===== src/sv/emg_three_biquad_cascade_macros.svh =====
// Assertion macros for the three-biquad cascade.
// Depends on a clock named clk and a synchronous reset named rst in the using scope.
`ifndef EMG_THREE_BIQUAD_CASCADE_MACROS_SVH
`define EMG_THREE_BIQUAD_CASCADE_MACROS_SVH

// Same-cycle implication, checked outside reset
`define ETBC_ASSERT_IMP(label, ante, cons, msg) \
  label: assert property (@(posedge clk) disable iff (rst) (ante) |-> (cons)) \
    else $error(msg);

// Next-cycle implication, checked outside reset
`define ETBC_ASSERT_NXT(label, ante, cons, msg) \
  label: assert property (@(posedge clk) disable iff (rst) (ante) |=> (cons)) \
    else $error(msg);

`endif


===== src/sv/etbc_pkg.sv =====
// Shared constants, types and control structs for the three-biquad cascade.
// No dependencies; the files that use it refer to it by scoped names.
package etbc_pkg;

  // Sample and coefficient formats
  localparam int SAMPLE_W  = 24;
  localparam int COEF_W    = 18;
  localparam int COEF_FRAC = 16;

  // Filter structure
  localparam int SECTIONS  = 3;
  localparam int SEC_W     = (SECTIONS > 1) ? $clog2(SECTIONS) : 1;
  localparam int NUM_TAPS  = 3;
  localparam int DEN_TAPS  = 2;
  localparam int NUM_W     = NUM_TAPS * COEF_W;
  localparam int DEN_W     = DEN_TAPS * COEF_W;

  // Configuration port: numerator and denominator register per section
  localparam int NUM_REGS   = 2 * SECTIONS;
  localparam int CFG_IDX_W  = $clog2(NUM_REGS);
  localparam int CFG_DATA_W = NUM_W;
  localparam logic [NUM_W-1:0] NUM_RESET = NUM_W'(1) << COEF_FRAC;

  // History memory: four entries per section, addressed {section, slot}
  localparam int SLOT_W    = 2;
  localparam int ADDR_W    = SEC_W + SLOT_W;
  localparam int MEM_DEPTH = 1 << ADDR_W;

  // Datapath widths: product, and accumulator with headroom for five terms plus rounding
  localparam int PROD_W = COEF_W + SAMPLE_W;
  localparam int ACC_W  = PROD_W + 3;

  typedef enum logic [SLOT_W-1:0] {
    SLOT_X1,
    SLOT_X2,
    SLOT_Y1,
    SLOT_Y2
  } slot_t;

  typedef enum logic [2:0] {
    TERM_B0,
    TERM_B1,
    TERM_B2,
    TERM_A1,
    TERM_A2
  } term_t;

  typedef enum logic [1:0] {
    ACC_HOLD,
    ACC_LOAD,
    ACC_ADD,
    ACC_SUB
  } acc_op_t;

  // Per-cycle control from the sequencer to the MAC unit
  typedef struct packed {
    logic    mul_en;
    acc_op_t acc_op;
    logic    sat_en;
  } mac_ctl_t;

endpackage


===== src/sv/emg_three_biquad_cascade.sv =====
// Three direct-form-I biquads in series (high-pass, low-pass, notch) on 24-bit
// signed samples, one filtered sample out per sample in. Each item occupies the
// block from its accept cycle until it sits in the output register, and no new
// sample is taken meanwhile. After the accept step come the sections in order,
// then the output load. Each section runs five multiplies through the single
// shared 18x24 multiplier, a step to fold the last product into the accumulator,
// and four write-backs through the one write port of the history RAM. Round and
// saturate are registered during the first write-back. The output load waits
// while the previous result sits untaken on the master side. The next sample is
// taken while a finished result still waits on the master side. History starts
// at zero after reset through per-entry valid bits, so there is no clearing
// pass. Coefficients (signed Q2.16, packed per section) must be written through
// the cfg port only while the block is idle; the block does not enforce this.
// Depends on etbc_pkg, etbc_ram, etbc_coef, etbc_mac and the macros header.
`include "emg_three_biquad_cascade_macros.svh"

module emg_three_biquad_cascade (
  input  logic                                clk,
  input  logic                                rst,
  // Input sample stream
  input  logic                                s_tvalid,
  output logic                                s_tready,
  input  logic [etbc_pkg::SAMPLE_W-1:0]       s_tdata,   // [23:0] sample_in
  // Output sample stream
  output logic                                m_tvalid,
  input  logic                                m_tready,
  output logic [etbc_pkg::SAMPLE_W-1:0]       m_tdata,   // [23:0] sample_out
  // Coefficient write port
  input  logic                                cfg_we,
  input  logic [etbc_pkg::CFG_IDX_W-1:0]      cfg_index,
  input  logic [etbc_pkg::CFG_DATA_W-1:0]     cfg_data
);

  localparam logic [etbc_pkg::SEC_W-1:0] LAST_SEC = etbc_pkg::SEC_W'(etbc_pkg::SECTIONS - 1);

  typedef enum logic [3:0] {
    ST_IDLE,
    ST_B0,
    ST_B1,
    ST_B2,
    ST_A1,
    ST_A2,
    ST_ACC,
    ST_WX2,
    ST_WX1,
    ST_WY2,
    ST_WY1,
    ST_OUT
  } state_t;

  state_t                               state;
  logic [etbc_pkg::SEC_W-1:0]           sec;
  logic signed [etbc_pkg::SAMPLE_W-1:0] cur;
  logic signed [etbc_pkg::SAMPLE_W-1:0] hx1;
  logic signed [etbc_pkg::SAMPLE_W-1:0] hy1;
  logic [etbc_pkg::MEM_DEPTH-1:0]       valid;
  logic                                 rd_ok;

  etbc_pkg::slot_t                      rd_slot;
  etbc_pkg::slot_t                      wr_slot;
  logic [etbc_pkg::ADDR_W-1:0]          raddr;
  logic [etbc_pkg::ADDR_W-1:0]          waddr;
  logic                                 wr_en;
  logic [etbc_pkg::SAMPLE_W-1:0]        wdata;
  logic [etbc_pkg::SAMPLE_W-1:0]        rdata;
  logic signed [etbc_pkg::SAMPLE_W-1:0] hist;

  etbc_pkg::term_t                      term;
  etbc_pkg::mac_ctl_t                   mac_ctl;
  logic signed [etbc_pkg::COEF_W-1:0]   coef;
  logic signed [etbc_pkg::SAMPLE_W-1:0] mac_data;
  logic signed [etbc_pkg::SAMPLE_W-1:0] y;

  assign s_tready = (state == ST_IDLE);

  // History entries never written read as zero
  assign hist     = rd_ok ? $signed(rdata) : '0;
  assign mac_data = (state == ST_B0) ? cur : hist;
  assign raddr    = {sec, rd_slot};
  assign waddr    = {sec, wr_slot};

  // Per-state read slot, coefficient term, MAC control and history write
  always_comb begin
    rd_slot = etbc_pkg::SLOT_X1;
    term    = etbc_pkg::TERM_B0;
    mac_ctl = '{mul_en: 1'b0, acc_op: etbc_pkg::ACC_HOLD, sat_en: 1'b0};
    wr_en   = 1'b0;
    wr_slot = etbc_pkg::SLOT_X1;
    wdata   = '0;
    unique case (state)
      ST_B0: begin
        rd_slot = etbc_pkg::SLOT_X1;
        term    = etbc_pkg::TERM_B0;
        mac_ctl.mul_en = 1'b1;
      end
      ST_B1: begin
        rd_slot = etbc_pkg::SLOT_X2;
        term    = etbc_pkg::TERM_B1;
        mac_ctl.mul_en = 1'b1;
        mac_ctl.acc_op = etbc_pkg::ACC_LOAD;
      end
      ST_B2: begin
        rd_slot = etbc_pkg::SLOT_Y1;
        term    = etbc_pkg::TERM_B2;
        mac_ctl.mul_en = 1'b1;
        mac_ctl.acc_op = etbc_pkg::ACC_ADD;
      end
      ST_A1: begin
        rd_slot = etbc_pkg::SLOT_Y2;
        term    = etbc_pkg::TERM_A1;
        mac_ctl.mul_en = 1'b1;
        mac_ctl.acc_op = etbc_pkg::ACC_ADD;
      end
      ST_A2: begin
        term    = etbc_pkg::TERM_A2;
        mac_ctl.mul_en = 1'b1;
        mac_ctl.acc_op = etbc_pkg::ACC_SUB;
      end
      ST_ACC: begin
        mac_ctl.acc_op = etbc_pkg::ACC_SUB;
      end
      ST_WX2: begin
        mac_ctl.sat_en = 1'b1;
        wr_en   = 1'b1;
        wr_slot = etbc_pkg::SLOT_X2;
        wdata   = hx1;
      end
      ST_WX1: begin
        wr_en   = 1'b1;
        wr_slot = etbc_pkg::SLOT_X1;
        wdata   = cur;
      end
      ST_WY2: begin
        wr_en   = 1'b1;
        wr_slot = etbc_pkg::SLOT_Y2;
        wdata   = hy1;
      end
      ST_WY1: begin
        wr_en   = 1'b1;
        wr_slot = etbc_pkg::SLOT_Y1;
        wdata   = y;
      end
      default: begin
      end
    endcase
  end

  // Valid bits: cleared at reset, set on each history write
  always_ff @(posedge clk) begin
    if (rst) begin
      valid <= '0;
      rd_ok <= 1'b0;
    end else begin
      rd_ok <= valid[raddr];
      if (wr_en) begin
        valid[waddr] <= 1'b1;
      end
    end
  end

  // Sequencer: sections in order, reads ahead of write-backs so no entry overlaps
  always_ff @(posedge clk) begin
    if (rst) begin
      state    <= ST_IDLE;
      sec      <= '0;
      m_tvalid <= 1'b0;
    end else begin
      // Output register empties once taken, unless reloaded below
      if (m_tready && (state != ST_OUT)) begin
        m_tvalid <= 1'b0;
      end
      unique case (state)
        ST_IDLE: begin
          if (s_tvalid) begin
            cur   <= $signed(s_tdata);
            sec   <= '0;
            state <= ST_B0;
          end
        end
        ST_B0:  state <= ST_B1;
        ST_B1: begin
          hx1   <= hist;
          state <= ST_B2;
        end
        ST_B2:  state <= ST_A1;
        ST_A1: begin
          hy1   <= hist;
          state <= ST_A2;
        end
        ST_A2:  state <= ST_ACC;
        ST_ACC: state <= ST_WX2;
        ST_WX2: state <= ST_WX1;
        ST_WX1: state <= ST_WY2;
        ST_WY2: state <= ST_WY1;
        ST_WY1: begin
          cur <= y;
          if (sec == LAST_SEC) begin
            sec   <= '0;
            state <= ST_OUT;
          end else begin
            sec   <= sec + 1'b1;
            state <= ST_B0;
          end
        end
        ST_OUT: begin
          // Wait for the output register to be free
          if (!m_tvalid || m_tready) begin
            m_tdata  <= cur;
            m_tvalid <= 1'b1;
            state    <= ST_IDLE;
          end
        end
        default: state <= ST_IDLE;
      endcase
    end
  end

  etbc_ram #(
    .WIDTH (etbc_pkg::SAMPLE_W),
    .DEPTH (etbc_pkg::MEM_DEPTH)
  ) u_hist (
    .clk   (clk),
    .we    (wr_en),
    .waddr (waddr),
    .wdata (wdata),
    .raddr (raddr),
    .rdata (rdata)
  );

  etbc_coef u_coef (
    .clk       (clk),
    .rst       (rst),
    .cfg_we    (cfg_we),
    .cfg_index (cfg_index),
    .cfg_data  (cfg_data),
    .sec       (sec),
    .term      (term),
    .coef      (coef)
  );

  etbc_mac u_mac (
    .clk  (clk),
    .ctl  (mac_ctl),
    .coef (coef),
    .data (mac_data),
    .y    (y)
  );

  // Checks on sequencing
  `ETBC_ASSERT_NXT(a_accept_starts, s_tvalid && s_tready,
    (state == ST_B0) && (sec == '0), "accepted sample did not start at the first section")
  `ETBC_ASSERT_NXT(a_last_to_out, (state == ST_WY1) && (sec == LAST_SEC),
    state == ST_OUT, "last section write-back not followed by output load")
  `ETBC_ASSERT_IMP(a_out_from_seq, $rose(m_tvalid), $past(state == ST_OUT),
    "result appeared without finishing the cascade")

endmodule


===== src/sv/etbc_ram.sv =====
// Generic simple dual-port RAM: one write port, one registered read port.
// No dependencies.
module etbc_ram #(
  parameter int WIDTH = 8,
  parameter int DEPTH = 16
) (
  input  logic                     clk,
  input  logic                     we,
  input  logic [$clog2(DEPTH)-1:0] waddr,
  input  logic [WIDTH-1:0]         wdata,
  input  logic [$clog2(DEPTH)-1:0] raddr,
  output logic [WIDTH-1:0]         rdata
);

  logic [WIDTH-1:0] mem [DEPTH];

  // Write, and registered read
  always_ff @(posedge clk) begin
    if (we) begin
      mem[waddr] <= wdata;
    end
    rdata <= mem[raddr];
  end

endmodule


===== src/sv/etbc_coef.sv =====
// Coefficient register file: takes configuration writes, selects one coefficient.
// Depends on etbc_pkg.
module etbc_coef (
  input  logic                                clk,
  input  logic                                rst,
  input  logic                                cfg_we,
  input  logic [etbc_pkg::CFG_IDX_W-1:0]      cfg_index,
  input  logic [etbc_pkg::CFG_DATA_W-1:0]     cfg_data,
  input  logic [etbc_pkg::SEC_W-1:0]          sec,
  input  etbc_pkg::term_t                     term,
  output logic signed [etbc_pkg::COEF_W-1:0]  coef
);

  logic [etbc_pkg::NUM_W-1:0] num [etbc_pkg::SECTIONS];
  logic [etbc_pkg::DEN_W-1:0] den [etbc_pkg::SECTIONS];

  logic [etbc_pkg::SEC_W-1:0] wr_sec;
  logic                       wr_den;
  logic [etbc_pkg::NUM_W-1:0] num_sel;
  logic [etbc_pkg::DEN_W-1:0] den_sel;

  // Index bit 0 picks denominator, upper bits pick the section
  assign wr_den = cfg_index[0];
  assign wr_sec = cfg_index[etbc_pkg::CFG_IDX_W-1:1];

  always_ff @(posedge clk) begin
    if (rst) begin
      for (int s = 0; s < etbc_pkg::SECTIONS; s++) begin
        num[s] <= etbc_pkg::NUM_RESET;
        den[s] <= '0;
      end
    end else if (cfg_we && (32'(cfg_index) < etbc_pkg::NUM_REGS)) begin
      if (wr_den) begin
        den[wr_sec] <= cfg_data[etbc_pkg::DEN_W-1:0];
      end else begin
        num[wr_sec] <= cfg_data[etbc_pkg::NUM_W-1:0];
      end
    end
  end

  assign num_sel = num[sec];
  assign den_sel = den[sec];

  // Field select for the current term
  always_comb begin
    unique case (term)
      etbc_pkg::TERM_B0: coef = num_sel[0*etbc_pkg::COEF_W +: etbc_pkg::COEF_W];
      etbc_pkg::TERM_B1: coef = num_sel[1*etbc_pkg::COEF_W +: etbc_pkg::COEF_W];
      etbc_pkg::TERM_B2: coef = num_sel[2*etbc_pkg::COEF_W +: etbc_pkg::COEF_W];
      etbc_pkg::TERM_A1: coef = den_sel[0*etbc_pkg::COEF_W +: etbc_pkg::COEF_W];
      etbc_pkg::TERM_A2: coef = den_sel[1*etbc_pkg::COEF_W +: etbc_pkg::COEF_W];
      default:           coef = '0;
    endcase
  end

endmodule


===== src/sv/etbc_mac.sv =====
// Shared multiply-accumulate unit with rounding and saturation to sample width.
// Depends on etbc_pkg.
module etbc_mac (
  input  logic                                  clk,
  input  etbc_pkg::mac_ctl_t                    ctl,
  input  logic signed [etbc_pkg::COEF_W-1:0]    coef,
  input  logic signed [etbc_pkg::SAMPLE_W-1:0]  data,
  output logic signed [etbc_pkg::SAMPLE_W-1:0]  y
);

  localparam int ACC_W    = etbc_pkg::ACC_W;
  localparam int PROD_W   = etbc_pkg::PROD_W;
  localparam int SAMPLE_W = etbc_pkg::SAMPLE_W;

  localparam logic signed [ACC_W-1:0] ROUND = ACC_W'(1) << (etbc_pkg::COEF_FRAC - 1);
  localparam logic signed [ACC_W-1:0] SMAX  =
    {{(ACC_W-SAMPLE_W+1){1'b0}}, {(SAMPLE_W-1){1'b1}}};
  localparam logic signed [ACC_W-1:0] SMIN  = ~SMAX;

  logic signed [PROD_W-1:0]   prod;
  logic signed [ACC_W-1:0]    prod_ext;
  logic signed [ACC_W-1:0]    acc;
  logic signed [ACC_W-1:0]    shifted;
  logic signed [SAMPLE_W-1:0] y_next;

  // Product register ahead of the accumulator
  always_ff @(posedge clk) begin
    if (ctl.mul_en) begin
      prod <= coef * data;
    end
  end

  assign prod_ext = {{(ACC_W-PROD_W){prod[PROD_W-1]}}, prod};

  // Accumulator; the load carries the rounding half
  always_ff @(posedge clk) begin
    unique case (ctl.acc_op)
      etbc_pkg::ACC_HOLD: acc <= acc;
      etbc_pkg::ACC_LOAD: acc <= ROUND + prod_ext;
      etbc_pkg::ACC_ADD:  acc <= acc + prod_ext;
      etbc_pkg::ACC_SUB:  acc <= acc - prod_ext;
      default:            acc <= acc;
    endcase
  end

  // Floor shift, then clamp to the signed sample range
  assign shifted = acc >>> etbc_pkg::COEF_FRAC;

  always_comb begin
    if (shifted > SMAX) begin
      y_next = SMAX[SAMPLE_W-1:0];
    end else if (shifted < SMIN) begin
      y_next = SMIN[SAMPLE_W-1:0];
    end else begin
      y_next = shifted[SAMPLE_W-1:0];
    end
  end

  always_ff @(posedge clk) begin
    if (ctl.sat_en) begin
      y <= y_next;
    end
  end

endmodule


===== config.mk =====
export PLATFORM = sky130hd
export DESIGN_NAME = emg_three_biquad_cascade
export DESIGN_NICKNAME = d
export VERILOG_FILES = /design/src/sv/etbc_pkg.sv /design/src/sv/emg_three_biquad_cascade.sv /design/src/sv/etbc_ram.sv /design/src/sv/etbc_coef.sv /design/src/sv/etbc_mac.sv
export VERILOG_INCLUDE_DIRS = /design/src /design/src/sv
export SDC_FILE = /design/constraint.sdc
export NUM_CORES = 2
export LEC_CHECK = 0
export BUFFER_PORTS_ARGS = -buffer_cell sky130_fd_sc_hd__buf_2
export CAP_MARGIN = 20
export CORE_AREA = 2 2 490 492
export CTS_CLUSTER_DIAMETER = 60
export DETAILED_ROUTE_END_ITERATION = 8
export DIE_AREA = 0 0 492 494
export GPL_TIMING_DRIVEN = 1
export SKIP_LAST_GASP = 1
export SYNTH_ARGS = -nofsm -noshare
export SYNTH_HDL_FRONTEND = slang
export SYNTH_SLANG_ARGS = --single-unit

===== constraint.sdc =====
create_clock -name clk -period 7.8 [get_ports clk]
set_clock_uncertainty 0.2 [all_clocks]
set_input_delay 0.78 -clock clk [delete_from_list [all_inputs] [get_ports clk]]
set_output_delay 0.78 -clock clk [all_outputs]
set_load 0.01 [all_outputs]

==> qor.json <==
{
  "grt": {
    "grt_start_max_net_pins": 130,
    "globalRouteOverflowTotal": 0,
    "first_pass_grt_wire_length_mm": 259.8,
    "first_global_vias": 40030,
    "grt_antenna_before_repair": 27,
    "track_usage_pct": 14.09
  },
  "sta": {
    "timing.final.hold_violations": 0,
    "finalCritPeriodShare_pct": 99.08,
    "fin_hold_ws_ns": 0.06058,
    "finalSetupTns_ns": 0,
    "maxClockFrequency_ghz": 0.1294,
    "drv_slew": 0,
    "rsz_0062_raised_after_global_routing": "yes",
    "slew_headroom_pct": 31.23,
    "setup_viol": 0,
    "post-route-min-period_ns": 7.729,
    "worst_slew_pin_slew_ns": 1.028
  },
  "placed_design": {
    "dp_hpwl_mm": 125.6,
    "numPortBuffers": 111,
    "gpl.final_weighted_congestion": 0.9189
  },
  "setup_path": {
    "worstPathBufferInverterCount": 6,
    "crit_required_ns": 8.06,
    "worst_path_most_repeated_cell": "fa_1",
    "r2r_slack_ns": 0.07,
    "slowest_delay_ns": 0.56,
    "critical-path-top-delay-family": "adder cells",
    "r2r_cells": 26,
    "setup.worst_path.end_class": "flip-flop",
    "worst-endpoint-arrival_ns": 7.99,
    "timing.setup.critical_path_class": "reg -> reg",
    "timing.critical_path.fanout_max": 8,
    "worst_r2r_endpoint": "u_mac.prod[40]",
    "worst_path_max_delay_cell": "fa_1",
    "worst_setup_start_kind": "flip-flop"
  },
  "clock_network": {
    "clk-insertion-delay-late_ns": 0.75,
    "tritoncts": "done",
    "maximum_root_to_sink_buffer_count": 3,
    "cts_sinks": 1001,
    "cts-htree-levels": 3,
    "clk_root_buffer_cell": "clkbuf_16",
    "tritoncts.num_buffers": 107,
    "clk_transition_reported_paths_ns": 0.06
  },
  "synth": {
    "dominantRegCellSynth": "edfxtp_1",
    "asyncSetResetFlopFracSynth_pct": 0,
    "synth.top_cell.area_share_pct": 48.18,
    "synthDistinctLibCells": 81,
    "synth-edff-count": 951,
    "ys_seq_elements": 1001,
    "postSynthCellCount": 4875,
    "synth_top_cell_by_area": "edfxtp_1",
    "ys_seq_area_share_pct": 49.86,
    "avgSynthCellArea_sq_um": 12.16,
    "synthesis.yosys.warnings": 0,
    "synth.top_cells.by_area": "edfxtp_1, fa_1, mux4_2, nand2_1, inv_1",
    "post_synthesis_cell_area_sq_um": 59280
  },
  "floorplan": {
    "die_height_um": 494,
    "ioPinCount": 112,
    "row_count": 179,
    "die_boundary_width_um": 492,
    "floorplan.initialDensity_pct": 24.97,
    "core-area_sq_um": 237400,
    "design.die.area_sq_um": 243000
  },
  "detailed_routing": {
    "detail_route.wl_per_cell_um": 20.25,
    "routed_via_density": 4.582,
    "drtPass1Iterations": 7,
    "detailroute.via_count": 39610,
    "postRouteAntennaNets": 0,
    "initialDrtViolationCount": 3713,
    "detail_route.drc_violations": 0,
    "route.final.wire_length_mm": 175.1
  },
  "hold_path": {
    "hold-path-cell-count": 1,
    "hold_path_startpoint": "cfg_data[42]",
    "worst_hold_path_type": "in -> reg",
    "min_delay_worst_endpoint": "u_coef.num[3][42]"
  },
  "final_layout": {
    "final_layout_size_suffix_gt1_share_pct": 17.97,
    "synthToLayoutAreaGrowth_pct": 20.63,
    "fillerInstances": 24070,
    "fin_nets": 6053
  },
  "status": {
    "status": "completed"
  },
  "power": {
    "power_mw": 22.82,
    "powerDensity_nw_per_um2": 319.1,
    "total_leakage_power_nw": 27.61,
    "power.ir.vdd_worst_v": 0.0003340
  },
  "run": {
    "drv.max_cap_violation_count": 0
  }
}
==> how the worst max path moves through the flow <==
stage                   start             end  cells past startpoint  slack (ns)
floorplan           flip-flop  u_mac.prod[40]                     27        0.05
global placement    flip-flop  u_mac.prod[40]                     31       -0.70
detailed placement  flip-flop  u_mac.prod[40]                     31       -0.82
CTS                 flip-flop  u_mac.prod[40]                     26       -0.04
global route        flip-flop  u_mac.prod[30]                     29       -0.17
finish              flip-flop  u_mac.prod[40]                     26        0.07
==> cell type report <==
| type | count | area (sq um) | share of cell area, % |
|---|---|---|---|
| clock inverter | 54 | 541.8 | 0.7577 |
| antenna | 1 | 2.502 | 0.003500 |
| inverter | 579 | 2173 | 3.039 |
| sequential | 1001 | 29570 | 41.35 |
| multi-input combinational | 3137 | 27590 | 38.58 |
| tap | 3167 | 3963 | 5.542 |
| timing repair buffer | 563 | 4762 | 6.660 |
| clock buffer | 143 | 2904 | 4.061 |
==> state kept, by name (all words and copies together) (netlist names), named ones only <==
name / count
u_mac.y: 24
m_tvalid: 1
u_hist.mem: 384
hy1: 24
hx1: 24
sec: 2
u_coef.den: 144
u_coef.num: 216
state: 4
u_hist.rdata: 24
m_tdata: 24
valid: 16
rd_ok: 1
u_mac.acc: 45
cur: 24
u_mac.prod: 42
==> cell families after synthesis <==
logic type | share of synthesized area (%)
AO/OA/AOI/OAI | 7.122
XOR/XNOR | 2.170
adder cells (fa/ha/maj) | 17.61
buffers and inverters | 5.395
flip-flops | 49.86
multiplexers | 6.109
other | 0.006326
AND/OR/NAND/NOR | 11.73
==> routing by layer <==
layer	global-route usage [%]	part of all wire, %	vias up
met5	0	0.13	-
met4	4.330	3.3	36
met3	2.064	6.5	298
met2	23.26	47	1391
met1	19.06	43	20150
li1	-	-	17740
==> per-stage QoR <==
stage / utilization, % / worst slack (ns) / cell area (sq um) / std cells
5_1_grt: 30.12 / -0.1655 / 71500 / 8644
2_1_floorplan: - / 0.05015 / 59670 / 4964
3_3_place_gp: 28.29 / -0.7036 / 67150 / 8411
4_1_cts: 29.86 / -0.03800 / 70900 / 8621
6_report: 30.12 / 0.07149 / 71510 / 8645
3_5_place_dp: 28.29 / -0.8225 / 67170 / 8413
==> layout by cell type (no fill, tap or decap), drive strengths merged, types with 75 or more instances in the layout <==
master | netlist | layout
fa | 427 | 427
nor2b | 75 | 75
nand3 | 79 | 79
a21oi | 168 | 168
mux4 | 115 | 115
ha | 151 | 151
o21ai | 101 | 101
buf | 28 | 557
a211oi | 83 | 83
xnor2 | 93 | 93
mux2i | 103 | 103
and2 | 282 | 282
nor2 | 261 | 261
nand2 | 583 | 583
edfxtp | 951 | 951
conb | 1 | 90
inv | 579 | 583
clkbuf | 219 | 144
==> synthesized netlist by cell type, types with 57 or more instances <==
| library cell | n |
|---|---|
| nor2b_1 | 75 |
| o21ai_0 | 85 |
| nor2_1 | 261 |
| and2_1 | 281 |
| inv_1 | 578 |
| a21oi_1 | 167 |
| xnor2_1 | 93 |
| clkbuf_1 | 213 |
| mux4_2 | 115 |
| nand2_1 | 582 |
| a31oi_1 | 66 |
| fa_1 | 427 |
| a211oi_1 | 82 |
| mux2i_1 | 103 |
| ha_1 | 151 |
| a21o_1 | 57 |
| nand3_1 | 79 |
| edfxtp_1 | 951 |
==> power by group <==
part / total (mW) / internal [mW] / leakage [nW] / switching (mW)
registers: 6.76 / 6.48 / 8.68 / 0.274
clock network: 4.95 / 2.77 / 1.65 / 2.17
logic: 11.1 / 5.11 / 17.3 / 6.00
==> what timing repair did <==
| action | CTS | global route |
|---|---|---|
| pin swaps | 11 | 28 |
| hold buffers | 5 | 0 |
| gates cloned | 1 | 0 |
| setup endpoints to repair | 21 | 18 |
| hold endpoints to repair | 5 | 0 |
| gates resized for setup | 33 | 91 |
| buffers inserted | 5 | 22 |
Note: power is estimated with default switching activity, not from simulation.
